## config.mk

```make
export PLATFORM = sky130hd
export DESIGN_NAME = avcc_to_annexb_converter
export DESIGN_NICKNAME = d
export VERILOG_FILES = /design/src/design/avcc_pkg.sv /design/src/design/avcc_parser.sv /design/src/design/avcc_cmd_fifo.sv /design/src/design/avcc_emitter.sv /design/src/design/avcc_to_annexb_converter.sv
export SDC_FILE = /design/constraint.sdc
export NUM_CORES = 1
export LEC_CHECK = 0
export BUFFER_PORTS_ARGS = -buffer_cell sky130_fd_sc_hd__buf_2
export CAP_MARGIN = 20
export CORE_MARGIN = 3
export CORE_UTILIZATION = 56
export CTS_BUF_LIST = sky130_fd_sc_hd__clkbuf_16
export DETAILED_ROUTE_END_ITERATION = 8
export PLACE_DENSITY = 0.85
export SETUP_SLACK_MARGIN = 0.02
export SYNTH_ARGS = -nofsm -noshare
export SYNTH_HDL_FRONTEND = slang
export SYNTH_SLANG_ARGS = --single-unit
```

## constraint.sdc

```tcl
create_clock -name clk_i -period 3.1 [get_ports clk_i]
set_input_delay 0.465 -clock clk_i [delete_from_list [all_inputs] [get_ports clk_i]]
set_output_delay 0.465 -clock clk_i [all_outputs]
set_load 0.03 [all_outputs]
```

## src/design/avcc_pkg.sv

```systemverilog
// Shared types and constants for the AVCC to Annex B converter.
`timescale 1ns / 1ps
`default_nettype none

package avcc_pkg;

  // Status codes carried on the final result of an access unit
  localparam logic [1:0] ST_OK       = 2'd0;
  localparam logic [1:0] ST_ZERO_LEN = 2'd1;
  localparam logic [1:0] ST_TRUNC    = 2'd2;

  // Index of the last start-code byte
  localparam logic [1:0] SC_LAST_IDX = 2'd3;

  typedef enum logic [1:0] {
    CMD_PASS,
    CMD_STATUS,
    CMD_START
  } cmd_kind_e;

  // One command from the parser to the emitter
  typedef struct packed {
    cmd_kind_e  kind;
    logic [7:0] data;
    logic       last;
    logic [1:0] status;
  } cmd_t;

  // Annex B start code 00 00 00 01
  function automatic logic [7:0] start_code_byte(input logic [1:0] idx);
    logic [7:0] b;
    b = (idx == SC_LAST_IDX) ? 8'h01 : 8'h00;
    return b;
  endfunction

endpackage

`default_nettype wire

```

## src/design/avcc_parser.sv

```systemverilog
// Front end: tracks length headers and payload, emits one command per byte at most.
`timescale 1ns / 1ps
`default_nettype none

module avcc_parser (
  input  wire              clk_i,
  input  wire              rst_ni,
  input  wire              accept_i,
  input  wire  [7:0]       in_byte_i,
  input  wire              in_last_i,
  output logic             cmd_valid_o,
  output avcc_pkg::cmd_t   cmd_o
);
  import avcc_pkg::*;

  logic [1:0]  header_index_q, header_index_d;
  logic [23:0] length_accum_q, length_accum_d;
  logic [31:0] payload_left_q, payload_left_d;
  logic        in_payload_q, in_payload_d;
  logic [1:0]  error_code_q, error_code_d;

  logic [31:0] left_dec;
  logic        still_in;
  logic [31:0] full_len;

  assign left_dec = payload_left_q - 32'd1;
  assign still_in = (left_dec != 32'd0);
  assign full_len = {length_accum_q, in_byte_i};

  always_comb begin
    header_index_d = header_index_q;
    length_accum_d = length_accum_q;
    payload_left_d = payload_left_q;
    in_payload_d   = in_payload_q;
    error_code_d   = error_code_q;
    cmd_valid_o    = 1'b0;
    cmd_o.kind     = CMD_STATUS;
    cmd_o.data     = 8'h00;
    cmd_o.last     = 1'b1;
    cmd_o.status   = ST_OK;

    if (accept_i) begin
      if (error_code_q != ST_OK) begin
        // discarding the rest of a bad packet
        if (in_last_i) begin
          cmd_valid_o  = 1'b1;
          cmd_o.status = error_code_q;
        end
      end else if (in_payload_q) begin
        cmd_valid_o    = 1'b1;
        cmd_o.kind     = CMD_PASS;
        cmd_o.data     = in_byte_i;
        cmd_o.last     = in_last_i;
        payload_left_d = left_dec;
        in_payload_d   = still_in;
        if (in_last_i) begin
          cmd_o.status = still_in ? ST_TRUNC : ST_OK;
        end
      end else if (header_index_q != SC_LAST_IDX) begin
        length_accum_d = {length_accum_q[15:0], in_byte_i};
        header_index_d = header_index_q + 2'd1;
        if (in_last_i) begin
          cmd_valid_o  = 1'b1;
          cmd_o.status = ST_TRUNC;
        end
      end else begin
        header_index_d = 2'd0;
        length_accum_d = 24'd0;
        if (full_len == 32'd0) begin
          if (in_last_i) begin
            cmd_valid_o  = 1'b1;
            cmd_o.status = ST_ZERO_LEN;
          end else begin
            error_code_d = ST_ZERO_LEN;
          end
        end else if (in_last_i) begin
          cmd_valid_o  = 1'b1;
          cmd_o.status = ST_TRUNC;
        end else begin
          payload_left_d = full_len;
          in_payload_d   = 1'b1;
          cmd_valid_o    = 1'b1;
          cmd_o.kind     = CMD_START;
          cmd_o.last     = 1'b0;
        end
      end

      // every final result ends the packet
      if (in_last_i) begin
        header_index_d = 2'd0;
        length_accum_d = 24'd0;
        payload_left_d = 32'd0;
        in_payload_d   = 1'b0;
        error_code_d   = ST_OK;
      end
    end
  end

  always_ff @(posedge clk_i or negedge rst_ni) begin
    if (!rst_ni) begin
      header_index_q <= 2'd0;
      length_accum_q <= 24'd0;
      payload_left_q <= 32'd0;
      in_payload_q   <= 1'b0;
      error_code_q   <= ST_OK;
    end else begin
      header_index_q <= header_index_d;
      length_accum_q <= length_accum_d;
      payload_left_q <= payload_left_d;
      in_payload_q   <= in_payload_d;
      error_code_q   <= error_code_d;
    end
  end

endmodule

`default_nettype wire

```

## src/design/avcc_cmd_fifo.sv

```systemverilog
// Short command queue between parser and emitter.
`timescale 1ns / 1ps
`default_nettype none

module avcc_cmd_fifo #(
  parameter int unsigned DEPTH = 4
) (
  input  wire              clk_i,
  input  wire              rst_ni,
  input  wire              push_i,
  input  avcc_pkg::cmd_t   wdata_i,
  output logic             full_o,
  input  wire              pop_i,
  output logic             empty_o,
  output avcc_pkg::cmd_t   rdata_o
);
  import avcc_pkg::*;

  localparam int unsigned PTR_W = $clog2(DEPTH);
  localparam int unsigned CNT_W = $clog2(DEPTH + 1);

  cmd_t             mem_q [DEPTH];
  logic [PTR_W-1:0] wr_ptr_q, rd_ptr_q;
  logic [CNT_W-1:0] count_q;
  logic             do_push, do_pop;

  assign full_o  = (count_q == CNT_W'(DEPTH));
  assign empty_o = (count_q == '0);
  assign rdata_o = mem_q[rd_ptr_q];
  assign do_push = push_i && !full_o;
  assign do_pop  = pop_i && !empty_o;

  always_ff @(posedge clk_i) begin
    if (do_push) begin
      mem_q[wr_ptr_q] <= wdata_i;
    end
  end

  always_ff @(posedge clk_i or negedge rst_ni) begin
    if (!rst_ni) begin
      wr_ptr_q <= '0;
      rd_ptr_q <= '0;
      count_q  <= '0;
    end else begin
      if (do_push) begin
        wr_ptr_q <= (wr_ptr_q == PTR_W'(DEPTH - 1)) ? '0 : wr_ptr_q + PTR_W'(1);
      end
      if (do_pop) begin
        rd_ptr_q <= (rd_ptr_q == PTR_W'(DEPTH - 1)) ? '0 : rd_ptr_q + PTR_W'(1);
      end
      if (do_push && !do_pop) begin
        count_q <= count_q + CNT_W'(1);
      end else if (do_pop && !do_push) begin
        count_q <= count_q - CNT_W'(1);
      end
    end
  end

endmodule

`default_nettype wire

```

## src/design/avcc_emitter.sv

```systemverilog
// Back end: expands commands into output results (bytes or status-only) behind an output register.
`timescale 1ns / 1ps
`default_nettype none

module avcc_emitter (
  input  wire              clk_i,
  input  wire              rst_ni,
  input  wire              cmd_empty_i,
  input  avcc_pkg::cmd_t   cmd_i,
  output logic             cmd_pop_o,
  input  wire              pop,
  output logic             empty,
  output logic [7:0]       out_byte_o,
  output logic             byte_valid_o,
  output logic             out_last_o,
  output logic [1:0]       status_o
);
  import avcc_pkg::*;

  logic       out_valid_q;
  logic [1:0] sc_idx_q;
  logic       load;
  logic [7:0] byte_d;
  logic       bvalid_d;

  assign empty     = !out_valid_q;
  assign load      = !cmd_empty_i && (!out_valid_q || pop);
  assign cmd_pop_o = load && ((cmd_i.kind != CMD_START) || (sc_idx_q == SC_LAST_IDX));

  always_comb begin
    unique case (cmd_i.kind)
      CMD_PASS: begin
        byte_d   = cmd_i.data;
        bvalid_d = 1'b1;
      end
      CMD_START: begin
        byte_d   = start_code_byte(sc_idx_q);
        bvalid_d = 1'b1;
      end
      CMD_STATUS: begin
        byte_d   = 8'h00;
        bvalid_d = 1'b0;
      end
      default: begin
        byte_d   = 8'h00;
        bvalid_d = 1'b0;
      end
    endcase
  end

  always_ff @(posedge clk_i) begin
    if (load) begin
      out_byte_o   <= byte_d;
      byte_valid_o <= bvalid_d;
      out_last_o   <= cmd_i.last;
      status_o     <= cmd_i.status;
    end
  end

  always_ff @(posedge clk_i or negedge rst_ni) begin
    if (!rst_ni) begin
      out_valid_q <= 1'b0;
      sc_idx_q    <= 2'd0;
    end else begin
      if (load) begin
        out_valid_q <= 1'b1;
      end else if (pop) begin
        out_valid_q <= 1'b0;
      end
      if (load && (cmd_i.kind == CMD_START)) begin
        sc_idx_q <= sc_idx_q + 2'd1;
      end
    end
  end

endmodule

`default_nettype wire

```

## src/design/avcc_to_annexb_converter.sv

```systemverilog
// Top level of the AVCC (length-prefixed) to Annex B (start-code) converter.
//
// Input channel: one byte of an access unit per transaction, with in_last_i
// on its final byte. A transaction completes on a clock edge with push high
// and full low. Result channel: the oldest result sits on the output ports
// while empty is low and is taken on an edge with pop high.
// Each 4-byte length header with a nonzero length yields the start code
// 00 00 00 01, each payload byte passes through. Errors (zero length, packet
// ending inside a header or payload) drop the rest of the packet; status shows
// on its final result. A result passes through the command queue, written at
// the accepting edge, and then the output register, loaded from the queue.
// Throughput: one byte per cycle in while full is low; the emitter sends one
// result per cycle while pop is high, and a header's fourth byte expands into
// four results, which the three silent header bytes before it pay for, so the
// stream keeps full rate as long as the queue holds at least five commands (a
// start command plus the payload commands that arrive while it is expanded).
// Reset (rst_ni low, asynchronous) empties queue and output register and
// clears the parser state. When the receiver stalls the output register
// holds, the queue fills, and full rises to stall the sender; no result is
// lost.
`timescale 1ns / 1ps
`default_nettype none

module avcc_to_annexb_converter #(
  parameter int unsigned CMD_DEPTH = 8
) (
  input  wire        clk_i,
  input  wire        rst_ni,
  input  wire        push,
  output logic       full,
  input  wire  [7:0] in_byte_i,
  input  wire        in_last_i,
  output logic       empty,
  input  wire        pop,
  output logic [7:0] out_byte_o,
  output logic       byte_valid_o,
  output logic       out_last_o,
  output logic [1:0] status_o
);
  import avcc_pkg::*;

  logic accept;
  logic cmd_valid;
  cmd_t cmd_wr;
  cmd_t cmd_rd;
  logic cmd_empty;
  logic cmd_pop;

  // Every accepted byte advances the parser, whether or not it makes a command
  assign accept = push && !full;

  avcc_parser u_parser (
    .clk_i       (clk_i),
    .rst_ni      (rst_ni),
    .accept_i    (accept),
    .in_byte_i   (in_byte_i),
    .in_last_i   (in_last_i),
    .cmd_valid_o (cmd_valid),
    .cmd_o       (cmd_wr)
  );

  avcc_cmd_fifo #(
    .DEPTH (CMD_DEPTH)
  ) u_fifo (
    .clk_i   (clk_i),
    .rst_ni  (rst_ni),
    .push_i  (cmd_valid),
    .wdata_i (cmd_wr),
    .full_o  (full),
    .pop_i   (cmd_pop),
    .empty_o (cmd_empty),
    .rdata_o (cmd_rd)
  );

  avcc_emitter u_emitter (
    .clk_i        (clk_i),
    .rst_ni       (rst_ni),
    .cmd_empty_i  (cmd_empty),
    .cmd_i        (cmd_rd),
    .cmd_pop_o    (cmd_pop),
    .pop          (pop),
    .empty        (empty),
    .out_byte_o   (out_byte_o),
    .byte_valid_o (byte_valid_o),
    .out_last_o   (out_last_o),
    .status_o     (status_o)
  );

endmodule

`default_nettype wire

```

==> impl_metrics.toml, run 1 <==
[cts]
cts_tree = "built"
cts_buffers = 17
path_clk_slew_ns = 0.07
htreeDepth = 4
clock_latency_ns = 0.43
cts_sinks = 189
root_buffer = "clkbuf_16"
cts_setup_buffers = 0
clk_path_buf_depth = 2

[floorplan]
initial_core_util_pct = 58.1
core_area_sq_mm = 0.0147
io_pins = 27
dieHeight_um = 129
rows = 44
fp.dieW_um = 129
die_area_sq_mm = 0.0168

[global_route]
grt.overflow.total = 0
grtUsageTotal_pct = 24.2
grt_pass1_vias = 5623
grt_max_degree = 78
antenna_found_initial = 0
grt_pass1_wl_um = 30600

[drt]
route.met3.wl_um = 1180
drt-vias-per-instance = 6.39
via_count = 5709
dr.pass1.iters = 5
wl_met2_um = 9520
route.detailed.drc = 0
routed.top_layer = "met4"
wl_met1_um = 7810
dr.first_iter.drc_count = 570
ant_nets = 0
wl_per_cell_um = 21.4
finalWirelength_um = 19100

[yosys]
synth_nets = 655
synth_cells = 630
synth_mux_area_share_pct = 9.08
netlist_area_sq_mm = 0.00854
synth_compound_area_share_pct = 10.2
synth_cell_types = 60
ys.flop_type = "edfxtp_1"
yosys.area_share.simple_pct = 11.4
synth_top_family_by_area = "simple AND/OR/NAND/NOR gates"
ys_warn_count = 0
synth-edff-count = 116
syn_area_per_cell_sq_um = 13.6
synthAdderAreaFrac_pct = 1.85
synthArstFlopShare_pct = 38.6
synth_xor_xnor_area_share_pct = 2.97
synth-seq-cells = 189
synth-seq-area-share_pct = 62.2

[placement]
pre_cts_slack_ns = 0.00393
port_buffers = 26
place_area_sq_mm = 0.00926
dp_hpwl_um = 12700
gp_congestion = 0.972
placedCellCount = 861

[power_and_ir_drop]
pwr_density_cell_mw_per_mm2 = 1150
max-vdd-ir-drop_v = 0.000657
total_power_uw = 11300
p_leak_uw = 0.00387

[worst_setup_path]
reg2reg_setup_slack_ns = 0.14
r2r-start = "u_parser.payload_left_q[1]"
worst-setup-path-type = "flop to flop"
required_ns = 3.40
end_kind = "flop"
start_kind = "flop"
crit_top_cell = "buf_4"
worst-endpoint-arrival_ns = 3.26
slowest_stage = "or4_1"
crit_chain = "inv_1 > ha_1 > nor3b_2 > nand4_1 > buf_4 > or4_1 > a21oi_1 > o21ai_1 > buf_4 > o311ai_2 > nand3_1"
max_stage_delay_ns = 0.51
path_max_fanout = 5
crit_start = "u_parser.payload_left_q[1]"

[finish]
syn2layout_area_growth_pct = 15.2
layout.nets = 721
multi_input_area_sq_mm = 0.00314
regArea_sq_mm = 0.00531
drive_gt1_share_pct = 24.7
final_area_sq_mm = 0.00984
antenna_cells = 0
fillCellCount = 979
final_util_pct = 66.9
post_layout_nonfiller_instances = 893

[sta]
setup_viol = 0
fin_ws_ns = 0.143
slew_headroom_pct = 35.2
skew_ns = 0.0118
period_needed_ns = 2.96
fmax_ghz = 0.338
layout_worst_path_cycle_share_pct = 95.4
drv_slew = 0
rsz0062_at_grt = "true"
worst_pin_slew_ns = 0.973
hold_violations = 0

[flow_run]
max_cap_violations = 0

[status]
status = "finished, final reports clean"

[min_path]
hp-class = "input pin to asynchronous set/reset pin"
[cell families (layout without fill, tap and decap cells)]
kind of cell               after synthesis  in the layout
and+or+nand+nor                        182            182
adders and majority gates               12             12
buffers and inverters                   49            128
muxes                                   44             44
AOI/OAI and AO/OA                      125            125
xor gates and xnor gates                29             29
DFF                                    189            189
[timing repair]
item / 4_1_cts / 5_1_grt
gates resized for setup: 1 / 7
endpoints found under the setup margin: 8 / 12
pin swaps: 0 / 0
hold buffers: 0 / 0
[per-layer routing]
layer  global-route usage [%]  up-vias
li1                         -     2555
met1                     31.2     2873
met2                     39.5      230
met3                     6.14       51
met4                     9.96        0
met5                        0        -
[per-stage QoR]
stage / hold WS (ns) / TNS (ns)
2_1_floorplan: 0.169 / -4.05
3_5_place_dp: 0.473 / 0
3_3_place_gp: 0.466 / 0
5_1_grt: 0.231 / -0.0167
6_report: 0.165 / 0
4_1_cts: 0.198 / 0
[cell type report]
| type | instances | area share, % |
|---|---|---|
| flip-flops and latches | 189 | 54.0 |
| repair buffers | 84 | 5.77 |
| inverters | 12 | 0.458 |
| well taps | 184 | 2.34 |
| multi-input cells | 392 | 31.9 |
| clock inverters | 15 | 1.22 |
| clock buffers | 17 | 4.32 |
[final timing paths]
| check | endpoint | cells after the start |
|---|---|---|
| min in group clk_i | u_emitter.out_valid_q | 2 |
| worst min-delay path | u_emitter.sc_idx_q[1] | 1 |
| max in group asynchronous | u_parser.in_payload_q | 1 |
| worst max-delay path | u_parser.in_payload_q | 11 |
| worst min register to register | u_emitter.sc_idx_q[0] | 1 |
| worst max register to register | u_parser.in_payload_q | 11 |
[sequential cells by signal, indices dropped and copies added (netlist names)]
signal / count
u_parser.error_code_q: 1
u_emitter.out_byte_o: 8
u_emitter.sc_idx_q: 2
u_emitter.out_last_o: 1
u_parser.in_payload_q: 1
u_fifo.mem_q: 104
u_emitter.status_o: 2
u_parser.length_accum_q: 24
u_fifo.rd_ptr_q: 3
u_emitter.byte_valid_o: 1
u_fifo.wr_ptr_q: 3
u_parser.header_index_q: 2
u_parser.payload_left_q: 32
u_emitter.out_valid_q: 1
u_fifo.count_q: 4
[critical path: cells and delay by family, from the launching register on]
kind / cells / cell delay, ns
flip-flops: 1 / 0.44
buffers and inverters: 3 / 0.51
AND/OR/NAND/NOR: 4 / 1.10
AO/OA/AOI/OAI: 3 / 0.54
adder cells (fa/ha/maj): 1 / 0.23
[Yosys cell counts, types with 5 or more instances]
cell      count  area, sq um
a21oi_1      31          155
a22o_1       45          394
and3_1       11         68.8
clkbuf_1     30          113
dfrtp_1      73         1830
edfxtp_1    116         3480
ha_1         11          138
inv_1        12         45.0
mux2_2        8         90.1
mux2i_1      10          100
mux4_2       26          586
nand2_1      32          120
nand2b_1      7         43.8
nand3_1       6         30.0
nand4_1       8         50.1
nor2_1       55          206
nor3_1       15         75.1
nor4_1       19          119
nor4b_1       5         43.8
o21ai_0      21          105
xnor2_1      20          175
xor2_1        9         78.8
[report_power, final]
part	total (uW)	switching, uW	leakage [uW]	internal, uW
registers	3840	522	0.00204	3320
logic	5440	3000	0.00155	2440
clock network	2020	916	0.000276	1100
[cells in the final DEF, fill, tap and decap left out, types with 9 or more instances in the layout]
cell       instances
a21oi_1           31
nor2_1            55
and3_1            11
buf_2             25
edfxtp_1         116
xnor2_1           20
buf_4             59
inv_1             14
dfrtp_1           71
nand2_1           32
mux4_2            26
ha_1              11
mux2i_1           10
nor4_1            15
clkbuf_16         17
nor3_1            12
xor2_1             9
a22o_1            45
o21ai_0           19
(Power assumes the default switching activity.)
==> inputs of run 2 (changes only) <==
- ABC_AREA: unset -> 1
- REMOVE_ABC_BUFFERS: unset -> 1
==> run 2 against run 1 <==
Sequential share of layout area shrank 2.8 points. Wire length grew 20%. Highest routed layer unchanged. Clock power grew 11%. Area after synthesis grew 8.5%. Non-clock buffer count shrank 25.
==> impl_metrics.toml, run 2 <==
[yosys]
yosysMostFrequentCell = "nand2_1"
synth_top_cell_by_area = "edfxtp_1"
syn_area_per_cell_sq_um = 9.07
synth-seq-cells = 189
netlist_area_sq_mm = 0.00926
synth_cells = 1021
synth_area_leaders = "edfxtp_1, dfrtp_1, nand2_1, nor2_1, o21ai_0"
ys.flop_type = "edfxtp_1"
synth_common_cells = "nand2_1, nor2_1, edfxtp_1, o21ai_0, inv_1"
synthArstFlopShare_pct = 38.6
synth_top_area_share_pct = 37.6
synth-edff-count = 116
synth_cell_types = 43
synth-seq-area-share_pct = 57.3
ys_warn_count = 0

[global_route]
grt_pass1_vias = 7179
grtUsageTotal_pct = 26.3
grt_max_degree = 74
grt.overflow.total = 0
grt_pass1_wl_um = 37100
antenna_found_initial = 0

[cts]
root_buffer = "clkbuf_16"
cts_buffers = 17
htreeDepth = 4
clk_path_buf_depth = 2
cts_tree = "built"
clock_latency_ns = 0.44
cts_sinks = 189
path_clk_slew_ns = 0.08

[power_and_ir_drop]
total_power_uw = 11100
pwr_density_cell_mw_per_mm2 = 1070
max-vdd-ir-drop_v = 0.000510
p_leak_uw = 0.00446

[placement]
port_buffers = 26
gp_congestion = 0.957
pre_cts_slack_ns = 0.0383
place_area_sq_mm = 0.00970
dp_hpwl_um = 15400

[drt]
finalWirelength_um = 23000
dr.first_iter.drc_count = 1000
ant_nets = 0
dr.pass1.iters = 6
drt-vias-per-instance = 5.88
via_count = 7582
wl_per_cell_um = 17.8
route.detailed.drc = 0

[finish]
layout_commonest_cell = "nand2_1"
antenna_cells = 0
top_regs = "u_fifo.mem_q (104), u_parser.payload_left_q (32), u_parser.length_accum_q (24)"
final_cell_mix = "nand2_1, nor2_1, edfxtp_1"
layout.nets = 1085
largest_register_ffs = 104
final_area_sq_mm = 0.0104
syn2layout_area_growth_pct = 11.9
regMostFlops = "u_fifo.mem_q"
fillCellCount = 1173
final_util_pct = 64.5
drive_gt1_share_pct = 13.3

[flow_run]
max_cap_violations = 0

[min_path]
hp-class = "input pin to asynchronous set/reset pin"

[floorplan]
die_area_sq_mm = 0.0181
rows = 46
initial_core_util_pct = 57.7
fp.dieW_um = 135
core_area_sq_mm = 0.0161
io_pins = 27
dieHeight_um = 135

[worst_setup_path]
max_stage_delay_ns = 0.49
critPathTopFamily = "simple AND/OR/NAND/NOR gates"
start_kind = "flop"
crit_buf_inv = 2
worst-endpoint-arrival_ns = 3.29
worst-setup-path-type = "flop to flop"
end_kind = "flop"
crit_chain = "buf_4 > nor2_1 > nor2_1 > o21ai_1 > o21ai_0 > nand2_1 > and2_1 > nand2_2 > o21ai_4 > ha_2 > inv_1 > ha_1 > a21o_1 > a21oi_1 > nor2_1 > nor2_1 > xor2_1"
path_max_fanout = 9
slowest_stage = "dfrtp_2"
required_ns = 3.46
crit_top_cell = "nor2_1"

[sta]
worst_pin_slew_ns = 1.11
slew_headroom_pct = 25.5
setup_viol = 0
rsz0062_at_grt = "false"
fmax_ghz = 0.342
period_needed_ns = 2.93
layout_worst_path_cycle_share_pct = 94.4
skew_ns = 0.00832
drv_slew = 0
fin_ws_ns = 0.173
hold_violations = 0

[status]
status = "finished, final reports clean"
[run 2: changes by cell type in the layout (fill, tap and decap cells not counted), sizes merged, moves of 10 or more]
cell / before / now
a22o: 46 / 0
and3: 11 / 0
buf: 84 / 59
inv: 18 / 102
mux2i: 10 / 0
mux4: 26 / 0
nand2: 32 / 263
nand3: 6 / 36
nor2: 56 / 151
nor4: 21 / 4
o21ai: 24 / 110
o22ai: 2 / 21
xnor2: 20 / 2
[run 2: layout make-up]
class,count,area (sq um),area share [%]
Clock buffer,17,425,4.10
Clock inverter,15,183,1.76
Inverter,97,367,3.54
Multi-Input combinational cell,696,3420,33.0
Sequential cell,189,5310,51.2
Tap cell,216,270,2.61
Timing Repair Buffer,59,384,3.71
[run 2: repair_timing]
action	CTS	global route
endpoints found under the setup margin	1	1
hold buffers	0	0
pin swaps	0	1
resized for setup	1	3
buffers inserted	0	4
[run 2: final timing paths]
kind                       cells after the start                          to  slack [ns]                        from
setup / recovery                              17           u_fifo.count_q[3]        0.17          u_fifo.rd_ptr_q[0]
hold / removal                                 1  u_parser.payload_left_q[8]        0.14                      rst_ni
setup reg to reg                              17           u_fifo.count_q[3]        0.17          u_fifo.rd_ptr_q[0]
hold reg to reg                                2  u_parser.header_index_q[1]        0.52  u_parser.header_index_q[1]
max in group asynchronous                      1          u_fifo.rd_ptr_q[0]        2.23                      rst_ni
min in group clk_i                             2       u_emitter.out_valid_q        0.23                         pop
[run 2: kinds of logic (layout without fill, tap and decap cells)]
kind of cell | Yosys count | after routing | synth area share, %
xor+xnor | 6 | 6 | 0.567
flops | 189 | 189 | 57.3
simple gates | 485 | 485 | 22.3
buf+inv | 136 | 188 | 6.15
compound gates | 193 | 193 | 12.0
fa+ha+maj | 12 | 12 | 1.70
[run 2: metrics by stage]
step	setup TNS [ns]	instances	hold slack [ns]
global route	0	1289	0.244
global placement	0	1252	0.465
detailed placement	0	1252	0.498
CTS	0	1284	0.198
finish	0	1289	0.136
floorplan	-19.34	982	0.169
[run 2: layer usage]
layer | vias to the layer above | track usage [%] | share of wire, %
li1 | 3519 | - | -
met1 | 3584 | 37.8 | 42
met2 | 424 | 40.0 | 45
met3 | 55 | 7.08 | 11
met4 | 0 | 7.01 | 2.2
met5 | - | 0 | 0
[run 2: worst register-to-register path, stage by stage, from the launching register on]
cell	delay (ns)
dfrtp_2	0.49
buf_4	0.17
nor2_1	0.10
nor2_1	0.04
o21ai_1	0.06
o21ai_0	0.09
nand2_1	0.06
and2_1	0.17
nand2_2	0.12
o21ai_4	0.18
ha_2	0.23
inv_1	0.11
ha_1	0.30
a21o_1	0.18
a21oi_1	0.20
nor2_1	0.08
nor2_1	0.14
xor2_1	0.16
[run 2: report_power, final]
part / internal [uW] / switching, uW
Combinational: 1700 / 3770
Clock: 1220 / 1020
Sequential: 3140 / 274
Total: 6060 / 5060
